`config.mk`:
```
export PLATFORM = sky130hd
export DESIGN_NAME = lcg48_random_modulo
export DESIGN_NICKNAME = d
export VERILOG_FILES = /design/src/rtl/core/lcg48_pkg.sv /design/src/rtl/core/lcg48_front.sv /design/src/rtl/core/lcg48_back.sv /design/src/rtl/core/lcg48_random_modulo.sv
export SDC_FILE = /design/constraint.sdc
export NUM_CORES = 2
export LEC_CHECK = 0
export BUFFER_PORTS_ARGS = -buffer_cell sky130_fd_sc_hd__buf_4
export CORE_MARGIN = 2
export CORE_UTILIZATION = 37
export CTS_CLUSTER_SIZE = 40
export DETAILED_ROUTE_END_ITERATION = 8
export HOLD_SLACK_MARGIN = 0.03
export PLACE_DENSITY = 0.65
export SYNTH_ARGS = -nofsm -noshare
export SYNTH_HDL_FRONTEND = slang
export SYNTH_SLANG_ARGS = --single-unit
```
`constraint.sdc`:
```
create_clock -name aclk -period 7.4 [get_ports aclk]
set_input_delay 0.37 -clock aclk [delete_from_list [all_inputs] [get_ports aclk]]
set_output_delay 0.37 -clock aclk [all_outputs]
set_load 0.05 [all_outputs]
```
`src/rtl/core/lcg48_pkg.sv`:
```
// ----------------------------------------------------------------------------
// lcg48_pkg
// Types and constants of the 48-bit LCG random modulo generator.
// ----------------------------------------------------------------------------
package lcg48_pkg;

    // Multiplier 0x5DEECE66D split into its low 32 bits and top 3 bits.
    localparam logic [31:0] LCG_MULT_LO = 32'hDEEC_E66D;
    localparam logic [2:0]  LCG_MULT_HI = 3'h5;
    localparam logic [47:0] LCG_INC     = 48'h0000_0000_000B;
    localparam logic [15:0] SEED_HIGH   = 16'h0DAB;
    localparam logic [31:0] MOD_MAX     = 32'h8000_0000;
    localparam int          DIV_STEPS   = 64;
    localparam int          CNT_W       = $clog2(DIV_STEPS);
    localparam int          CFG_ADDR_W  = 3;
    localparam logic        REG_SEED    = 1'b0;

    typedef enum logic [2:0] {
        ST_IDLE,
        ST_MUL_LO,
        ST_MUL_HI,
        ST_ADD,
        ST_DIV,
        ST_DONE
    } back_state_t;

    typedef struct packed {
        logic        load;
        logic [31:0] seed;
    } cfg_load_t;

    typedef struct packed {
        logic        valid;
        logic [31:0] modulus;
    } q_item_t;

endpackage

```
`src/rtl/core/lcg48_front.sv`:
```
// ----------------------------------------------------------------------------
// lcg48_front
// Accepts requests, clamps the modulus to 1..2^31 and queues it (2 deep).
// ----------------------------------------------------------------------------
module lcg48_front (
    input  logic                aclk,
    input  logic                aresetn,
    input  logic                s_tvalid,
    output logic                s_tready,
    input  logic [31:0]         s_tdata,
    output lcg48_pkg::q_item_t  q_head,
    input  logic                q_pop
);
    import lcg48_pkg::*;

    logic [31:0] mem_reg [2];
    logic        wr_ptr_reg, wr_ptr_next;
    logic        rd_ptr_reg, rd_ptr_next;
    logic [1:0]  count_reg, count_next;
    logic        push;
    logic        pop;
    logic [31:0] mod_clamped;

    // Zero and anything above 2^31 both mean 2^31.
    assign mod_clamped = ((s_tdata == '0) || (s_tdata > MOD_MAX)) ? MOD_MAX : s_tdata;

    assign s_tready       = (count_reg != 2'd2);
    assign push           = s_tvalid && s_tready;
    assign pop            = q_pop && (count_reg != 2'd0);
    assign q_head.valid   = (count_reg != 2'd0);
    assign q_head.modulus = mem_reg[rd_ptr_reg];

    always_comb begin
        wr_ptr_next = wr_ptr_reg ^ push;
        rd_ptr_next = rd_ptr_reg ^ pop;
        count_next  = count_reg + {1'b0, push} - {1'b0, pop};
    end

    always_ff @(posedge aclk) begin
        if (!aresetn) begin
            wr_ptr_reg <= 1'b0;
            rd_ptr_reg <= 1'b0;
            count_reg  <= 2'd0;
        end else begin
            wr_ptr_reg <= wr_ptr_next;
            rd_ptr_reg <= rd_ptr_next;
            count_reg  <= count_next;
        end
    end

    always_ff @(posedge aclk) begin
        if (push) begin
            mem_reg[wr_ptr_reg] <= mod_clamped;
        end
    end

endmodule

```
`src/rtl/core/lcg48_back.sv`:
```
// ----------------------------------------------------------------------------
// lcg48_back
// Advances the generator, divides the sign-extended draw by the modulus one
// quotient bit per cycle and holds the remainder in the output register.
// ----------------------------------------------------------------------------
module lcg48_back (
    input  logic                  aclk,
    input  logic                  aresetn,
    input  lcg48_pkg::cfg_load_t  cfg,
    input  lcg48_pkg::q_item_t    q_head,
    output logic                  q_pop,
    output logic                  m_tvalid,
    input  logic                  m_tready,
    output logic [31:0]           m_tdata
);
    import lcg48_pkg::*;

    back_state_t       fsm_reg, fsm_next;
    logic [47:0]       state_reg, state_next;
    logic [31:0]       mod_reg, mod_next;
    logic [63:0]       p0_reg, p0_next;
    logic [15:0]       p1_reg, p1_next;
    logic [63:0]       dvd_reg, dvd_next;
    logic [31:0]       rem_reg, rem_next;
    logic [CNT_W-1:0]  cnt_reg, cnt_next;
    logic              out_valid_reg, out_valid_next;
    logic [30:0]       out_data_reg, out_data_next;
    logic [47:0]       adv_state;
    logic [32:0]       trial;
    logic [31:0]       cross_a;
    logic [31:0]       cross_b;

    // Only the low 16 bits of the cross products reach the 48-bit state.
    assign cross_a   = LCG_MULT_LO[15:0] * state_reg[47:32];
    assign cross_b   = {29'd0, LCG_MULT_HI} * {16'd0, state_reg[15:0]};
    assign adv_state = p0_reg[47:0] + {p1_reg, 32'd0} + LCG_INC;
    assign trial     = {rem_reg, dvd_reg[63]};

    assign m_tvalid = out_valid_reg;
    assign m_tdata  = {1'b0, out_data_reg};

    always_comb begin
        fsm_next       = fsm_reg;
        state_next     = state_reg;
        mod_next       = mod_reg;
        p0_next        = p0_reg;
        p1_next        = p1_reg;
        dvd_next       = dvd_reg;
        rem_next       = rem_reg;
        cnt_next       = cnt_reg;
        out_data_next  = out_data_reg;
        out_valid_next = out_valid_reg && !m_tready;
        q_pop          = 1'b0;

        unique case (fsm_reg)
            ST_IDLE: begin
                if (q_head.valid) begin
                    q_pop    = 1'b1;
                    mod_next = q_head.modulus;
                    fsm_next = ST_MUL_LO;
                end
            end
            ST_MUL_LO: begin
                p0_next  = LCG_MULT_LO * state_reg[31:0];
                fsm_next = ST_MUL_HI;
            end
            ST_MUL_HI: begin
                p1_next  = cross_a[15:0] + cross_b[15:0];
                fsm_next = ST_ADD;
            end
            ST_ADD: begin
                state_next = adv_state;
                dvd_next   = {{32{adv_state[47]}}, adv_state[47:16]};
                rem_next   = '0;
                cnt_next   = '0;
                fsm_next   = ST_DIV;
            end
            ST_DIV: begin
                if (trial >= {1'b0, mod_reg}) begin
                    rem_next = trial[31:0] - mod_reg;
                end else begin
                    rem_next = trial[31:0];
                end
                dvd_next = {dvd_reg[62:0], 1'b0};
                cnt_next = cnt_reg + 1'b1;
                if (cnt_reg == CNT_W'(DIV_STEPS - 1)) begin
                    fsm_next = ST_DONE;
                end
            end
            ST_DONE: begin
                if (!out_valid_reg || m_tready) begin
                    out_valid_next = 1'b1;
                    out_data_next  = rem_reg[30:0];
                    fsm_next       = ST_IDLE;
                end
            end
            default: begin
                fsm_next = ST_IDLE;
            end
        endcase

        // Seed writes must arrive only while no request is in flight; the block does not enforce it.
        if (cfg.load) begin
            state_next = {SEED_HIGH, cfg.seed};
        end
    end

    always_ff @(posedge aclk) begin
        if (!aresetn) begin
            fsm_reg       <= ST_IDLE;
            state_reg     <= '0;
            out_valid_reg <= 1'b0;
            cnt_reg       <= '0;
        end else begin
            fsm_reg       <= fsm_next;
            state_reg     <= state_next;
            out_valid_reg <= out_valid_next;
            cnt_reg       <= cnt_next;
        end
    end

    always_ff @(posedge aclk) begin
        mod_reg      <= mod_next;
        p0_reg       <= p0_next;
        p1_reg       <= p1_next;
        dvd_reg      <= dvd_next;
        rem_reg      <= rem_next;
        out_data_reg <= out_data_next;
    end

endmodule

```
`src/rtl/core/lcg48_random_modulo.sv`:
```
// ----------------------------------------------------------------------------
// lcg48_random_modulo
// 48-bit jrand48-style generator whose draws are reduced modulo a requested
// range.
// ----------------------------------------------------------------------------
//
//  Channel  Ports                     Moves
//  -------  ------------------------  ----------------------------------------
//  request  s_tvalid/s_tready/s_tdata modulus (0 or above 2^31 means 2^31)
//  result   m_tvalid/m_tready/m_tdata random_value, 31 bits, bit 31 zero
//  config   psel/penable/pwrite/...   seed_value at byte address 0
//
//  A request that heads the queue is popped, the split 48-bit multiply-add
//  advances the state, the restoring divider yields one quotient bit per cycle
//  and the result is loaded into the output register once that is free.
//  Reset (aresetn low, synchronous) zeroes the generator state and seed register
//  and empties the request queue and output register. The two-deep queue keeps
//  taking requests while the divider works; a stalled result holds the back end.
//
module lcg48_random_modulo (
    input  logic                              aclk,
    input  logic                              aresetn,
    // Request channel. s_tdata: [31:0] modulus.
    input  logic                              s_tvalid,
    output logic                              s_tready,
    input  logic [31:0]                       s_tdata,
    // Result channel. m_tdata: [30:0] random_value, [31] zero.
    output logic                              m_tvalid,
    input  logic                              m_tready,
    output logic [31:0]                       m_tdata,
    // Configuration port.
    input  logic                              psel,
    input  logic                              penable,
    input  logic                              pwrite,
    input  logic [lcg48_pkg::CFG_ADDR_W-1:0]  paddr,
    input  logic [31:0]                       pwdata,
    output logic [31:0]                       prdata,
    output logic                              pready
);
    import lcg48_pkg::*;

    logic [31:0] seed_value_reg, seed_value_next;
    logic        wr_en;
    logic        seed_sel;
    cfg_load_t   cfg;
    q_item_t     q_head;
    logic        q_pop;

    // Registers sit on 32-bit words, so the word index is the top address bit.
    assign pready   = 1'b1;
    assign wr_en    = psel && penable && pwrite && pready;
    assign seed_sel = (paddr[CFG_ADDR_W-1] == REG_SEED);

    // A seed write both updates the readable register and reloads the state.
    assign cfg.load = wr_en && seed_sel;
    assign cfg.seed = pwdata;

    assign seed_value_next = cfg.load ? pwdata : seed_value_reg;
    assign prdata          = seed_sel ? seed_value_reg : 32'd0;

    always_ff @(posedge aclk) begin
        if (!aresetn) begin
            seed_value_reg <= '0;
        end else begin
            seed_value_reg <= seed_value_next;
        end
    end

    // Front end: takes request transactions, clamps the modulus and queues it.
    lcg48_front u_front (
        .aclk     (aclk),
        .aresetn  (aresetn),
        .s_tvalid (s_tvalid),
        .s_tready (s_tready),
        .s_tdata  (s_tdata),
        .q_head   (q_head),
        .q_pop    (q_pop)
    );

    // Back end: advances the generator, divides, and drives result transactions.
    lcg48_back u_back (
        .aclk     (aclk),
        .aresetn  (aresetn),
        .cfg      (cfg),
        .q_head   (q_head),
        .q_pop    (q_pop),
        .m_tvalid (m_tvalid),
        .m_tready (m_tready),
        .m_tdata  (m_tdata)
    );

endmodule

```
==> results.toml <==
[layout]
final_common_cell = "inv_1"
syn_to_final_growth_pct = 11.87
nets = 4504
layout-drive-gt1-share_pct = 10.26
final_cell_mix = "inv_1 (769), fa_1 (476), ha_1 (399)"
final_core_util_pct = 41.81
num_antenna_cells = 0

[timing]
tns_ns = 0
relSlewSlack_pct = 19.78
final_max_slew_viol_count = 0
fmax_mhz = 139.8
min_period_ns = 7.152
finalHoldViolations = 0
setup-violations-final = 0
period_share_pct = 96.65
fin_skew_ns = 0.02571
worstMarginPinSlew_ns = 1.197
holdWs_ns = 0.09650
rsz0062_at_grt = "false"

[cts]
worstSkewPairLatency_ns = 0.59
clock-sinks = 381
cts_max_path_buffers = 3
cts_hold_buffers = 0
clk_pin_slew_ns = 0.06
cts_tree = "yes"
cts-htree-levels = 2
cts-root-buf = "clkbuf_16"
cts_made_buffers = 43

[worst_setup_path]
rr_startpoint = "u_back.state_reg[4]"
arrival_ns = 7.45
worstPathCellList = "ha_1 -> fa_1 -> inv_1 -> fa_1 -> fa_1 -> inv_1 -> fa_1 -> fa_1 -> fa_1 -> fa_1 -> ha_1 -> a21oi_1 -> o211ai_1 -> a221o_1 -> a21o_1 -> nand2_1 -> or3b_1 -> nand2_1 -> o21ai_1 -> xnor2_1"
crit_path_end_kind = "register"
slowest_delay_ns = 0.64
slowest_stage = "fa_1"
cp_max_fo = 5
crit_family = "adder cells"
cp_common_cell = "fa_1"
required_ns = 7.70
path_buf_inv = 2
critPathLaunch = "u_back.state_reg[4]"
timing_worst_setup_path_type = "reg -> reg"
worstSetupStartpointType = "register"

[grt]
grt_pass1_vias = 24968
grt_pass1_wl_microns = 150700
antenna_found_initial = 3
grt_max_degree = 70
overflow = 0
grt_use_total_pct = 20.01

[place]
dpl.hpwl_microns = 82580
io_buffer_count = 136
place.gp.congestion = 0.9568

[worst_hold_path]
hold_start = "pwdata[8]"
hp-class = "in -> reg"

[synthesis]
synth_fa_ha_area_share_pct = 40.30
synth_compound_area_share_pct = 8.416
synth_xor_area_share_pct = 3.995
synth-seq-cells = 381
synthFlopType = "edfxtp_1"
synthMuxAreaShare_pct = 1.641
ys_seq_area_share_pct = 29.05
yosys_warnings = 0
synth_nets = 4326
ys_async_sr_fraction_pct = 0
syn-cell-area_sq_um = 36140
synth_top_family_by_area = "adder cells"
synth.avg_cell_area_sq_um = 10.71
yosys.area_share.simple_pct = 7.571
synth_enable_flop_cells = 287
synthCells = 3374
synth_cell_types = 81

[routing]
drc = 0
wire_per_inst_microns = 20.26
drt_iter0_drc = 1579
ant_nets = 0
wirelength_microns = 98510
vias = 24018
viasPerCell = 4.940
dr.pass1.iters = 5

[floorplan]
fp-row-count = 114
die_x_microns = 316.5
start_util_pct = 37.37
die-area_sq_um = 100200
core-area_sq_um = 96710
die-height_microns = 316.5
io-pin-count = 141

[flow_run]
max_cap_viol_count = 0

[outcome]
status = "finished, final reports clean"
metrics by stage:
step	cells	worst slack, ns	cell area [sq um]
6_report	4862	0.2476	40430
5_1_grt	4862	0.0006892	40430
4_1_cts	4862	0.1871	40410
3_5_place_dp	4783	0.1966	39020
3_3_place_gp	4783	0.2390	39020
2_1_floorplan	3374	0.5887	36140
per-layer routing:
metal / track usage, % / wire (microns) / up-vias
met2: 33.37 / 46700 / 692
met5: 0 / 27 / -
met4: 4.867 / 2434 / 4
met1: 27.09 / 42950 / 11929
li1: - / - / 11259
met3: 3.486 / 6397 / 134
layout make-up:
cell class | instances | area [sq um]
clock inverters | 30 | 292.8
flip-flops and latches | 381 | 10510
multi-input cells | 2143 | 22450
fillers | 9262 | 56270
repair buffers | 212 | 1592
well taps | 1276 | 1597
clock buffers | 49 | 1099
inverters | 771 | 2898
cell usage after synthesis, drive strengths merged, types with 3 or more instances:
cell | count | area [sq um]
o22ai | 7 | 50.05
or2 | 13 | 81.33
nor4 | 7 | 43.79
dfxtp | 94 | 1882
buf | 16 | 122.6
and2 | 36 | 225.2
fa | 477 | 9549
inv | 771 | 2894
edfxtp | 287 | 8618
nand4 | 25 | 156.4
a21boi | 3 | 22.52
nand3 | 32 | 160.2
o21bai | 8 | 60.06
clkbuf | 63 | 236.5
o2111ai | 3 | 26.28
a31oi | 19 | 140.1
mux2i | 21 | 210.2
a31o | 3 | 26.28
o21ai | 63 | 326.6
xor2 | 50 | 437.9
nor2b | 46 | 287.8
a21oi | 185 | 925.9
o31ai | 3 | 22.52
a21o | 83 | 623.1
and3 | 12 | 75.07
a2111oi | 3 | 26.28
ha | 401 | 5017
o211ai | 38 | 285.3
nand2 | 204 | 768.2
xnor2 | 114 | 1006
a211o | 4 | 35.03
o21a | 12 | 90.09
nand3b | 7 | 52.55
and4 | 6 | 52.55
nor2 | 124 | 473.0
nor3 | 29 | 155.2
nand2b | 13 | 81.33
nor3b | 5 | 37.54
mux2 | 34 | 382.9
or3 | 8 | 50.05
a211oi | 17 | 157.6
worst register-to-register path, delay by kind of cell, from the launching register on:
family	cells	cell delay (ns)
fa+ha+maj	9	4.46
compound gates	5	1.07
simple gates	3	0.58
flops	1	0.48
buf+inv	2	0.16
xor+xnor	1	0.13
path summary, 6_finish.rpt:
check | to | slack (ns) | depth (start not counted)
hold reg to reg | seed_value_reg[31] | 0.45 | 2
hold / removal | seed_value_reg[8] | 0.1 | 3
setup reg to reg | u_back.p0_reg[47] | 0.25 | 20
setup / recovery | u_back.p0_reg[47] | 0.25 | 20
repair_timing:
| item | 4_1_cts | 5_1_grt |
|---|---|---|
| endpoints found under the setup margin | 0 | 9 |
| resized for setup | 0 | 12 |
| setup buffers | 0 | 0 |
logic make-up after synthesis:
family          after synthesis
flops                       381
fa+ha+maj                   878
mux                          55
simple gates                571
compound gates              473
other cells                   2
xor+xnor                    164
buf+inv                     850
Power is left out: the tool's default activity adds up to more than one toggle a clock period on the data nets, which glitch-free logic cannot reach.
